File: config.mk
export PLATFORM = sky130hd
export DESIGN_NAME = rgb_hue_fade_generator_top
export DESIGN_NICKNAME = d
export VERILOG_FILES = /design/src/rtl/core/rhfg_pkg.sv /design/src/rtl/core/rgb_hue_fade_generator_top.sv
export SDC_FILE = /design/constraint.sdc
export NUM_CORES = 1
export LEC_CHECK = 0
export BUFFER_PORTS_ARGS = -buffer_cell sky130_fd_sc_hd__clkbuf_2
export CAP_MARGIN = 10
export CORE_UTILIZATION = 55
export CTS_CLUSTER_DIAMETER = 60
export DETAILED_ROUTE_END_ITERATION = 6
export PLACE_DENSITY = 0.74
export SLEW_MARGIN = 20
export SYNTH_ARGS = -nofsm -noshare
export SYNTH_HDL_FRONTEND = slang
export SYNTH_SLANG_ARGS = --single-unit
File: constraint.sdc
create_clock -name clk -period 7.2 [get_ports clk]
set_clock_uncertainty 0.15 [all_clocks]
set_input_delay 0.36 -clock clk [delete_from_list [all_inputs] [get_ports clk]]
set_output_delay 0.36 -clock clk [all_outputs]
set_load 0.05 [all_outputs]
File: src/rtl/core/rhfg_pkg.sv
// Shared types and constants for the RGB hue fade generator.
package rhfg_pkg;

  localparam int unsigned COLOR_W    = 8;
  localparam int unsigned HUE_W      = 10;
  localparam int unsigned SPEED_W    = 2;
  localparam int unsigned DIV_W      = 3;
  localparam int unsigned CFG_IDX_W  = 2;
  localparam int unsigned CFG_DATA_W = 8;
  localparam int unsigned MUL_A_W    = 9;
  localparam int unsigned MUL_P_W    = MUL_A_W + COLOR_W;

  localparam logic [HUE_W-1:0]   HUE_LAST       = 10'd767;
  localparam logic [COLOR_W-1:0] BRIGHTNESS_RST = 8'd16;
  localparam logic [COLOR_W-1:0] SATURATION_RST = 8'd255;

  // Configuration register indexes
  localparam logic [CFG_IDX_W-1:0] REG_FADE_SPEED = 2'd0;
  localparam logic [CFG_IDX_W-1:0] REG_BRIGHTNESS = 2'd1;
  localparam logic [CFG_IDX_W-1:0] REG_SATURATION = 2'd2;

  // Hue sectors
  localparam logic [1:0] SECTOR_0 = 2'd0;
  localparam logic [1:0] SECTOR_1 = 2'd1;
  localparam logic [1:0] SECTOR_2 = 2'd2;

  typedef enum logic [4:0] {
    ST_IDLE  = 5'b00001,
    ST_RAMP  = 5'b00010,
    ST_SCALE = 5'b00100,
    ST_FLOOR = 5'b01000,
    ST_LOAD  = 5'b10000
  } rhfg_state_t;

endpackage

File: src/rtl/core/rgb_hue_fade_generator_top.sv
// Top level of the RGB hue fade generator: tick divider, hue counter, shared-multiplier HSB-to-RGB.
//
// Each accepted tick request either just bumps the tick divider or, on every
// fade_speed+1-th tick, starts a color conversion. A conversion runs three passes through one
// shared 9x8 multiplier (ramp times saturation, that times brightness, floor level times
// brightness) and then loads the output register, so a color-producing tick holds the input
// stalled in RAMP, SCALE, FLOOR and LOAD, plus while the output side stalls a previous color.
// fade_speed 0 disables fading: ticks are accepted and change nothing. There is no clearing pass.
module rgb_hue_fade_generator_top
  import rhfg_pkg::*;
(
  input  logic                  clk,
  input  logic                  rst_n,
  input  logic                  cfg_we,
  input  logic [CFG_IDX_W-1:0]  cfg_index,
  input  logic [CFG_DATA_W-1:0] cfg_wdata,
  input  logic                  in_valid,
  output logic                  in_stall,
  input  logic                  in_tick,
  output logic                  out_valid,
  input  logic                  out_stall,
  output logic [COLOR_W-1:0]    out_red,
  output logic [COLOR_W-1:0]    out_green,
  output logic [COLOR_W-1:0]    out_blue,
  output logic [HUE_W-1:0]      out_hue_used
);

  rhfg_state_t          state_r, state_nxt;
  logic [SPEED_W-1:0]   speed_r;
  logic [COLOR_W-1:0]   bri_r;
  logic [COLOR_W-1:0]   sat_r;
  logic [DIV_W-1:0]     div_r, div_nxt;
  logic [HUE_W-1:0]     hue_r, hue_nxt;
  logic [HUE_W-1:0]     conv_hue_r;
  logic [COLOR_W-1:0]   ramp_r, x_r, s_r;
  logic                 out_valid_r, out_valid_nxt;
  logic [COLOR_W-1:0]   red_r, green_r, blue_r;
  logic [HUE_W-1:0]     hue_used_r;

  logic                 in_acc;
  logic                 tick_go;
  logic [DIV_W-1:0]     div_inc;
  logic                 emit;
  logic [MUL_A_W-1:0]   mul_a;
  logic [COLOR_W-1:0]   mul_b;
  logic [MUL_P_W-1:0]   mul_p;
  logic [COLOR_W-1:0]   mul_hi;
  logic                 load_en;
  logic [COLOR_W-1:0]   lvl_lo, lvl_mid, lvl_hi;
  logic [COLOR_W-1:0]   red_nxt, green_nxt, blue_nxt;

  assign in_stall = (state_r != ST_IDLE);
  assign in_acc   = in_valid && !in_stall;
  assign tick_go  = in_acc && in_tick && (speed_r != '0);
  assign div_inc  = div_r + DIV_W'(1);
  assign emit     = tick_go && (div_inc > DIV_W'(speed_r));

  // Shared multiplier; operands chosen by the sequencer state
  always_comb begin
    mul_a = '0;
    mul_b = bri_r;
    unique case (state_r)
      ST_RAMP: begin
        mul_a = {1'b0, conv_hue_r[COLOR_W-1:0]};
        mul_b = sat_r;
      end
      ST_SCALE: begin
        mul_a = {1'b0, ramp_r};
      end
      ST_FLOOR: begin
        // 256 - saturation, nine bits wide
        mul_a = {1'b1, {COLOR_W{1'b0}}} - {1'b0, sat_r};
      end
      ST_IDLE, ST_LOAD: begin
        mul_a = '0;
      end
      default: begin
        mul_a = '0;
      end
    endcase
  end

  assign mul_p  = MUL_P_W'(mul_a) * MUL_P_W'(mul_b);
  assign mul_hi = mul_p[2*COLOR_W-1:COLOR_W];

  // Color levels: floor, ramp up, ramp down
  assign lvl_lo  = s_r;
  assign lvl_mid = x_r + s_r;
  assign lvl_hi  = bri_r - x_r;

  always_comb begin
    case (conv_hue_r[HUE_W-1:COLOR_W])
      SECTOR_1: begin
        red_nxt   = lvl_lo;
        green_nxt = lvl_hi;
        blue_nxt  = lvl_mid;
      end
      SECTOR_2: begin
        red_nxt   = lvl_mid;
        green_nxt = lvl_lo;
        blue_nxt  = lvl_hi;
      end
      default: begin
        red_nxt   = lvl_hi;
        green_nxt = lvl_mid;
        blue_nxt  = lvl_lo;
      end
    endcase
  end

  assign load_en = (state_r == ST_LOAD) && (!out_valid_r || !out_stall);

  always_comb begin
    state_nxt = state_r;
    div_nxt   = div_r;
    hue_nxt   = hue_r;
    unique case (state_r)
      ST_IDLE: begin
        if (tick_go) begin
          if (emit) begin
            div_nxt   = '0;
            hue_nxt   = (hue_r == HUE_LAST) ? '0 : hue_r + HUE_W'(1);
            state_nxt = ST_RAMP;
          end else begin
            div_nxt = div_inc;
          end
        end
      end
      ST_RAMP:  state_nxt = ST_SCALE;
      ST_SCALE: state_nxt = ST_FLOOR;
      ST_FLOOR: state_nxt = ST_LOAD;
      ST_LOAD: begin
        if (load_en) begin
          state_nxt = ST_IDLE;
        end
      end
      default: state_nxt = ST_IDLE;
    endcase
  end

  always_comb begin
    out_valid_nxt = out_valid_r;
    if (out_valid_r && !out_stall) begin
      out_valid_nxt = 1'b0;
    end
    if (load_en) begin
      out_valid_nxt = 1'b1;
    end
  end

  always_ff @(posedge clk) begin
    if (!rst_n) begin
      state_r     <= ST_IDLE;
      speed_r     <= '0;
      bri_r       <= BRIGHTNESS_RST;
      sat_r       <= SATURATION_RST;
      div_r       <= '0;
      hue_r       <= '0;
      out_valid_r <= 1'b0;
    end else begin
      state_r     <= state_nxt;
      div_r       <= div_nxt;
      hue_r       <= hue_nxt;
      out_valid_r <= out_valid_nxt;
      if (cfg_we) begin
        unique case (cfg_index)
          REG_FADE_SPEED: speed_r <= cfg_wdata[SPEED_W-1:0];
          REG_BRIGHTNESS: bri_r   <= cfg_wdata[COLOR_W-1:0];
          REG_SATURATION: sat_r   <= cfg_wdata[COLOR_W-1:0];
          default: ;
        endcase
      end
    end
  end

  // Datapath registers
  always_ff @(posedge clk) begin
    if (state_r == ST_IDLE && emit) begin
      conv_hue_r <= hue_r;
    end
    if (state_r == ST_RAMP) begin
      ramp_r <= mul_hi;
    end
    if (state_r == ST_SCALE) begin
      x_r <= mul_hi;
    end
    if (state_r == ST_FLOOR) begin
      s_r <= mul_hi;
    end
    if (load_en) begin
      red_r      <= red_nxt;
      green_r    <= green_nxt;
      blue_r     <= blue_nxt;
      hue_used_r <= conv_hue_r;
    end
  end

  assign out_valid    = out_valid_r;
  assign out_red      = red_r;
  assign out_green    = green_r;
  assign out_blue     = blue_r;
  assign out_hue_used = hue_used_r;

endmodule
* Word level (Yosys, flattened, before mapping)
Index checks and enable logic that the tools add are counted.
** Storage, ports and cells
- Register bits :: 105
- Bits of input ports :: 16
- Output and inout port bits :: 36
- Logic and storage cells :: 69
** Cells by class
- $add $sub $neg :: 5
- $mul :: 1
- $lt $le $gt $ge :: 1
- Equal/unequal tests :: 14
- Multiplexer cells :: 13
- Reductions and logical operators :: 20
** Operators with widths (number)
- $pmux 8 s2 :: 3
- $pmux 9 s3 :: 1
- $pmux 5 s5 :: 1
- $mul 9x8->16 :: 1
- $mux 5 :: 3
- $add 10x1->10 const B :: 1
- $eq 10x10->1 const B :: 1
- $mux 10 :: 1
- $sub 9x8->9 const A :: 1
- $add 8x8->8 :: 1
- $mux 8 :: 1
- $reduce_and 2->1 :: 4
- $sub 8x8->8 :: 1
- $logic_and 1x1->1 :: 7
- $ne 2x2->1 const B :: 3
- $reduce_and 3->1 :: 2
- $eq 5x1->1 const B :: 1
- $eq 5x2->1 const B :: 1
- $eq 5x3->1 const B :: 1
- $eq 5x4->1 const B :: 1
- $eq 5x5->1 const B :: 1
- $ne 5x1->1 const B :: 1
- $eq 2x1->1 const B :: 2
- $eq 2x2->1 const B :: 2
- other kinds (8) :: 12

* Logic depth before layout (Yosys ltp)
Gate-level depths: netlist of run 1.
- Depth after elaboration :: 9
- Mapped depth :: 23
- Depth with buffers taken out :: 22

* Worst setup path before layout of run 1
No wires, ideal clock.
- Kind :: reg2reg
- Start point :: register state_r[3]
- End point :: register s_r[6] (netlist: lvl_lo[6]) (data pin)
- Setup time :: 0.267 ns
- Arrival :: 5.835 ns
- Data required time :: 6.783 ns
- Setup slack :: 0.948 ns
- Stages on the path, launching flop included :: 22
- Path buffers :: 2
- Path through :: dfxtp_1 or3_4 or2_1 buf_4 clkinv_2 buf_2 mux2i_1 or2_2 fa_1 fa_1 inv_1 fa_1 inv_1 fa_1 inv_1 ha_1 a2111o_1 a311oi_1 o31a_1 nor3_1 a31oi_1 xnor2_1
** On the way
- Word-level cells in the longest chain between the ends :: 3
** Ends and longest elaborated chain
- start, declared :: RTL line rgb_hue_fade_generator_top.sv:28 : rhfg_state_t state_r, state_nxt;
- start signal, assigned :: RTL line rgb_hue_fade_generator_top.sv:161 : state_r <= state_nxt;
- $eq 5x4->1 (tied with other cells) :: RTL line rgb_hue_fade_generator_top.sv:62 : unique case (state_r)
- $pmux 9 s3 or $mux 8 (tied branches) :: RTL line rgb_hue_fade_generator_top.sv:62
- $mul 9x8->16 (*) :: RTL line rgb_hue_fade_generator_top.sv:83 : assign mul_p = MUL_P_W'(mul_a) * MUL_P_W'(mul_b);
- net mul_p[14] :: RTL line rgb_hue_fade_generator_top.sv:46 : logic [MUL_P_W-1:0] mul_p;
- end signal, assigned :: RTL line rgb_hue_fade_generator_top.sv:188 : s_r <= mul_hi;
- end, declared :: RTL line rgb_hue_fade_generator_top.sv:35 : logic [COLOR_W-1:0] ramp_r, x_r, s_r;
The timed path passes the listed nets; every way through them passes the cells marked *.
A chain may end at the register's enable or synchronous reset.

* Final worst setup path of run 1
Ends and elaborated chain as after synthesis.

==> results.txt, run 1 <==
----------------------------------------------------
[Place]
  Final GP Congestion ... 0.9672
  Number of I/O port buffers ... 51
  Area post-placement ... 0.007446 sq mm
  Dpl ws ... 0.4434 ns
  Total half-perimeter wirelength after legalization and detailed placement ... 11,990 microns
  Inst Count DP ... 892

[Layout]
  Antenna Cells ... 0
  Share of final-layout standard cells stronger than drive strength 1 ... 14.05%
  Finished Core Util ... 63.61%
  Net total in the final layout ... 846
  Layout filler cell count ... 960
  Relative area change from synthesis to final layout ... 10.99%
  Summed area of non-filler cells in the final layout ... 0.007736 sq mm
  Most common cell after layout, fill and taps aside ... nor2_1
  Number of cells in the finished layout apart from fillers ... 908
  Sequential cell area ... 0.002783 sq mm
  Multi-input combinational cell area ... 0.003850 sq mm
  Leading cell types in the layout, fill and taps excluded ... 80 x nor2_1, 72 x inv_1, 68 x edfxtp_1, 59 x nand2_1, 52 x ha_1

[GRT]
  Met1 usage ... 29.64%
  Pin count of the biggest net entering global routing ... 49
  GRT met2 Usage ... 40.89%
  Number of antenna violations at the first check in global routing ... 0
  Global-route met3 utilization ... 5.717%
  Most Used Layer, Global Route ... met2
  Total congestion overflow after global routing ... 0
  Wire length of the first global-routing pass ... 24,110 microns
  Via count of the first global-routing pass ... 4,886
  Overall routing resource usage ... 24.39%

[Logic synthesis]
  Syn nets ... 792
  Yosys warning count ... 0
  Share of Yosys cell area claimed by the top area cell type ... 29.29%
  Parity-gate share of the synthesized area counting xor and xnor cells ... 4.775%
  Post-synth EDFFs ... 68
  Cell type contributing the most total cell area after synthesis ... edfxtp_1
  Multiplexer area fraction after synthesis ... 2.298%
  Top post-synthesis cells by area ... edfxtp_1 29%, fa_1 12%, dfxtp_1 11%, ha_1 9.5%, nor2_1 4.3%
  Avg Cell Area, Syn ... 10.24 sq um
  Async set-reset flop share out of synthesis ... 0%
  Count of different cell masters after synthesis ... 57
  Synth Cell Area ... 0.006970 sq mm
  Simple-gate portion of the synthesized area ... 15.42%
  Complex-gate fraction of the synthesized area ... 10.97%
  Most used flip-flop cell after synthesis ... edfxtp_1
  Sequential element share of the synthesized area ... 39.92%
  Gate count of the mapped netlist ... 681
  Main combinational cell family by area after synthesis ... adder cells
  Flop and latch count out of synthesis ... 105
  Post-synthesis share of cell area spent on full adders, half adders and majority gates ... 21.58%

[CTS]
  Clock insertion delay at the later pin of the skew report ... 0.35 ns
  Number of setup buffers added after CTS ... 0
  Clk sinks ... 105
  Root Buffer ... clkbuf_16
  Clock tree from TritonCTS ... yes
  Clk pin slew, worst setup/hold paths ... 0.07 ns
  Num CTS Buffers ... 9
  Cts hold-fix bufs ... 0
  Number of instances resized during post-cts repair ... 0
  Number of buffers on the longest clock path ... 2
  Max H-tree Level ... 3

[Route]
  Count of vias placed by the detailed router ... 5,058
  Routed WL per cell ... 16.56 microns
  Total iterations of the first detailed-routing run ... 5
  Detailed router's first-iteration violation count ... 354
  Number of antenna-violating nets in the routed design ... 0
  DR vias/cell ... 5.570
  Total Wirelength ... 15,030 microns
  Post-route DRC ... 0

[Timing]
  Final setup violation count ... 0
  Actual transition at the worst max-transition pin ... 1.002 ns
  Hold violation count in the final report ... 0
  Number of slew-limit violations in the final report ... 0
  Max Fclk ... 147.3 MHz
  Final WS setup ... 0.4125 ns
  Unrepaired setup endpoints after global routing ... false
  Post-route fraction of the period consumed by the critical path ... 94.27%
  Slew HR ... 33.04%
  Worst hold slack across all endpoints ... 0.08942 ns
  Final min period ... 6.788 ns
  Summed negative setup slack over all endpoints ... 0 ns

[Setup path]
  Number of cells traversed by the worst register-to-register path ... 19
  Launching instance or port of the critical path ... state_r[3]
  Critical path endpoint ... lvl_lo[6]
  Startpoint of the worst register-to-register path ... state_r[3]
  Critical path endpoint category ... register
  WP data required ... 7.13 ns
  Worst path arrival time ... 6.72 ns
  Startpoint class of the critical path ... register
  Setup slack on the worst flop-to-flop path ... 0.41 ns
  Class of the most critical setup path ... reg2reg
  Largest fanout of any net on the critical path ... 22
  Destination of the worst register-to-register timing path ... lvl_lo[6]

[Power and ir drop]
  Maximum resistive drop on vdd ... 137.8 uV
  Pwr dens ... 156.5 mW/mm^2
  Total power draw ... 1.210 mW
  Static leakage ... 3.355 nW

[Die]
  Floorplan core area ... 0.01216 sq mm
  Initial core utilization ... 57.31%
  Number of top-level design ports ... 52
  Number of cell rows ... 40
  X dimension of the die ... 114.6 microns
  Die boundary height ... 114.6 microns
  Die outline area ... 0.01313 sq mm

[Min path]
  Hold WC Path Type ... in2reg

[Flow run]
  Number of max-capacitance violations reported ... 0

[Run status]
  Outcome ... completed

----------------------------------------------------
-- layout make-up --
class | instances | area share, %
timing repair buffer | 61 | 4.270
clock buffer | 10 | 2.960
tap | 168 | 2.717
inverter | 73 | 3.558
sequential | 105 | 35.97
clock inverter | 6 | 0.7601
multi-input combinational | 485 | 49.77
-- report_power, final --
| part | switching [mW] | internal, mW |
|---|---|---|
| logic | 0.0496 | 0.0292 |
| registers | 0.0102 | 0.644 |
| clock network | 0.209 | 0.269 |
-- worst max-delay path, stage by stage (launching register included) --
cell and delay [ns]:
dfxtp_1 0.35, or3_4 0.42, or2_1 0.42, clkinv_2 0.34
mux2i_1 0.60, or2_2 0.23, fa_1 0.44, fa_1 0.56
inv_1 0.06, fa_1 0.53, inv_1 0.05, fa_1 0.53
inv_1 0.04, ha_1 0.29, a2111o_1 0.42, a311oi_1 0.29
o31a_1 0.32, nor3_1 0.11, a31oi_1 0.22, xnor2_1 0.12
-- Yosys cell counts (all sizes together), types with 5 or more instances --
cell type / instances
nor2: 80
inv: 72
edfxtp: 68
nand2: 59
ha: 53
fa: 42
dfxtp: 37
o21ai: 31
xnor2: 26
a22oi: 24
or2: 19
a21oi: 18
nor2b: 17
mux2i: 16
clkbuf: 15
nand3: 12
xor2: 12
nor3: 7
a222oi: 5
-- routing by layer --
| layer | routed length [microns] | part of all wire, % |
|---|---|---|
| met1 | 6161 | 41 |
| met2 | 7255 | 48 |
| met3 | 939 | 6.2 |
| met4 | 676 | 4.5 |
| met5 | 0 | 0 |
-- cells by family after synthesis --
group,Yosys count
mux,16
fa+ha+maj,95
flops,105
xor+xnor,38
simple gates,225
buf+inv,91
compound gates,111
-- worst min-delay path by stage --
stage / start / to / depth (start not counted)
6_report: cfg_wdata[3] / sat_r[3] / 3
5_1_grt: cfg_wdata[6] / sat_r[6] / 3
4_1_cts: cfg_wdata[3] / sat_r[3] / 3
3_5_place_dp: conv_hue_r[6] / out_hue_used[6] / 0
3_3_place_gp: conv_hue_r[6] / out_hue_used[6] / 0
2_1_floorplan: conv_hue_r[2] / out_hue_used[2] / 0
(Power assumes the default switching activity.)
==> inputs of run 2 (changes only) <==
Settings changed: CORE_UTILIZATION 55 to 52, PLACE_DENSITY 0.74 to 0.7.
==> run 2 against run 1 <==
  * The flow now finishes with violations (DRC)
  * Power up 2.2%
  * Critical endpoint is now ramp_r[6]
  * First-iteration DRC count up 18%
  * Flip-flop and latch count unchanged
  * Global-route usage down 1.0 points
  * Utilization down 3.0 points
  * Die area up 5.7%
  * Maximum frequency up 2.8%
  * Combinational power about the same
  * Sequential share of layout area down 0.16 points
  * Final cell count up 0.55%
  * Largest power group unchanged
  * Cell area up 0.44%
==> results.txt, run 2 (same netlist as run 1, synthesis figures left out) <==
----------------------------------------------------
[Run status]
  Outcome ... complete, but fails checks
  Violated checks ... DRC

[Power and ir drop]
  Maximum resistive drop on vdd ... 141.3 uV
  Pwr dens ... 159.1 mW/mm^2
  Static leakage ... 3.362 nW

[Die]
  X dimension of the die ... 117.8 microns
  Floorplan core area ... 0.01282 sq mm
  Initial core utilization ... 54.35%
  Number of cell rows ... 41
  Die outline area ... 0.01387 sq mm
  Die boundary height ... 117.8 microns
  Number of top-level design ports ... 52

[Timing]
  Actual transition at the worst max-transition pin ... 1.060 ns
  Max Fclk ... 151.5 MHz
  Unrepaired setup endpoints after global routing ... false
  Number of slew-limit violations in the final report ... 0
  Hold violation count in the final report ... 0
  Post-route fraction of the period consumed by the critical path ... 91.67%
  Summed negative setup slack over all endpoints ... 0 ns
  Final setup violation count ... 0
  Slew HR ... 29.16%
  Final min period ... 6.601 ns

[Setup path]
  Startpoint class of the critical path ... register
  Largest fanout of any net on the critical path ... 22
  Critical path endpoint category ... register
  Worst path arrival time ... 6.53 ns
  Class of the most critical setup path ... reg2reg
  WP data required ... 7.13 ns

[CTS]
  Num CTS Buffers ... 9
  Max H-tree Level ... 3
  Number of instances resized during post-cts repair ... 0
  Number of setup buffers added after CTS ... 0
  Clk sinks ... 105
  Cts hold-fix bufs ... 0
  Clock insertion delay at the later pin of the skew report ... 0.35 ns
  Clk pin slew, worst setup/hold paths ... 0.08 ns
  Root Buffer ... clkbuf_16
  Number of buffers on the longest clock path ... 2
  Clock tree from TritonCTS ... yes

[GRT]
  Pin count of the biggest net entering global routing ... 49
  Number of antenna violations at the first check in global routing ... 0
  Total congestion overflow after global routing ... 0
  Wire length of the first global-routing pass ... 25,320 microns
  Via count of the first global-routing pass ... 5,094
  Overall routing resource usage ... 23.39%

[Place]
  Number of I/O port buffers ... 51
  Final GP Congestion ... 0.9460
  Area post-placement ... 0.007458 sq mm
  Total half-perimeter wirelength after legalization and detailed placement ... 12,460 microns

[Layout]
  Antenna Cells ... 0
  Summed area of non-filler cells in the final layout ... 0.007770 sq mm
  Relative area change from synthesis to final layout ... 11.47%
  Most common cell after layout, fill and taps aside ... nor2_1
  Share of final-layout standard cells stronger than drive strength 1 ... 14.44%
  Net total in the final layout ... 847
  Leading cell types in the layout, fill and taps excluded ... 80 x nor2_1, 71 x inv_1, 68 x edfxtp_1, 59 x nand2_1, 52 x ha_1

[Route]
  Uppermost layer routed ... met4
  Detailed router's first-iteration violation count ... 416
  Count of vias placed by the detailed router ... 5,064
  Post-route met1 wirelength ... 6412 microns
  Number of antenna-violating nets in the routed design ... 0
  Post-route DRC ... 5
  DR vias/cell ... 5.547
  DR WL met3 ... 838 microns
  Total iterations of the first detailed-routing run ... 7
  Detailed-routed wire length on met2 ... 7465 microns
  Total Wirelength ... 15,500 microns
  Routed WL per cell ... 16.98 microns

[Flow run]
  Number of max-capacitance violations reported ... 0

[Min path]
  Hold WC Path Type ... in2reg

----------------------------------------------------
-- run 2: changes by cell type in the layout (fill, tap and decap cells not counted), sizes merged --
cell,previous run,this run
buf,10,11
clkbuf,61,60
clkinv,3,2
clkinvlp,0,1
inv,75,76
-- run 2: critical path: stages, from the launching register on --
cell	delay, ns
dfxtp_1	0.40
or3_4	0.17
or2_1	0.38
clkinv_2	0.42
a21oi_1	0.60
or2_2	0.22
fa_1	0.43
fa_1	0.54
inv_1	0.05
fa_1	0.52
inv_1	0.05
fa_1	0.53
inv_1	0.04
ha_1	0.29
a2111o_1	0.42
a311oi_1	0.30
o31a_1	0.33
nor3_1	0.11
a31oi_1	0.22
xnor2_1	0.14
-- run 2: area by class of cell --
| class | instances | area, sq um |
|---|---|---|
| Fill cell | 1064 | 5055 |
| Multi-Input combinational cell | 485 | 3850 |
| Sequential cell | 105 | 2783 |
| Timing Repair Buffer | 62 | 337.8 |
| Inverter | 73 | 275.3 |
| Clock buffer | 9 | 225.2 |
| Tap cell | 172 | 215.2 |
| Clock inverter | 7 | 83.83 |
-- run 2: metrics by stage --
| step | util (%) | hold WS, ns | cells | power, mW | setup slack (ns) |
|---|---|---|---|---|---|
| after global placement | 58.16 | 0.3053 | 897 | 0.7418 | 0.7549 |
| after detailed placement | 58.16 | 0.3068 | 897 | 0.7453 | 0.6467 |
| final | 60.59 | 0.08486 | 913 | 1.237 | 0.5994 |
| after CTS | 60.57 | 0.08218 | 913 | 1.242 | 0.6219 |
| after global routing | 60.59 | 0.09664 | 913 | 1.276 | 0.2866 |
| after floorplan | - | 0.2767 | 681 | 0.7200 | 0.9480 |
-- run 2: path summary, 6_finish.rpt --
path                  from         endpoint  slack (ns)  cells past startpoint
max reg2reg     state_r[4]        ramp_r[6]        0.60                     19
max             state_r[4]        ramp_r[6]        0.60                     19
min reg2reg  conv_hue_r[6]  out_hue_used[6]        0.33                      0
min           cfg_wdata[4]         bri_r[4]        0.08                      3
-- run 2: power by group --
part	switching (mW)	total [mW]	internal [mW]
logic	0.0492	0.0786	0.0294
clock network	0.227	0.504	0.277
registers	0.0105	0.654	0.644
total	0.287	1.24	0.950
-- run 2: routing by layer --
metal | vias to the layer above | track usage [%]
li1 | 2451 | -
met1 | 2406 | 28.58
met2 | 166 | 38.71
met3 | 41 | 4.506
met4 | 0 | 13.22
met5 | - | 0
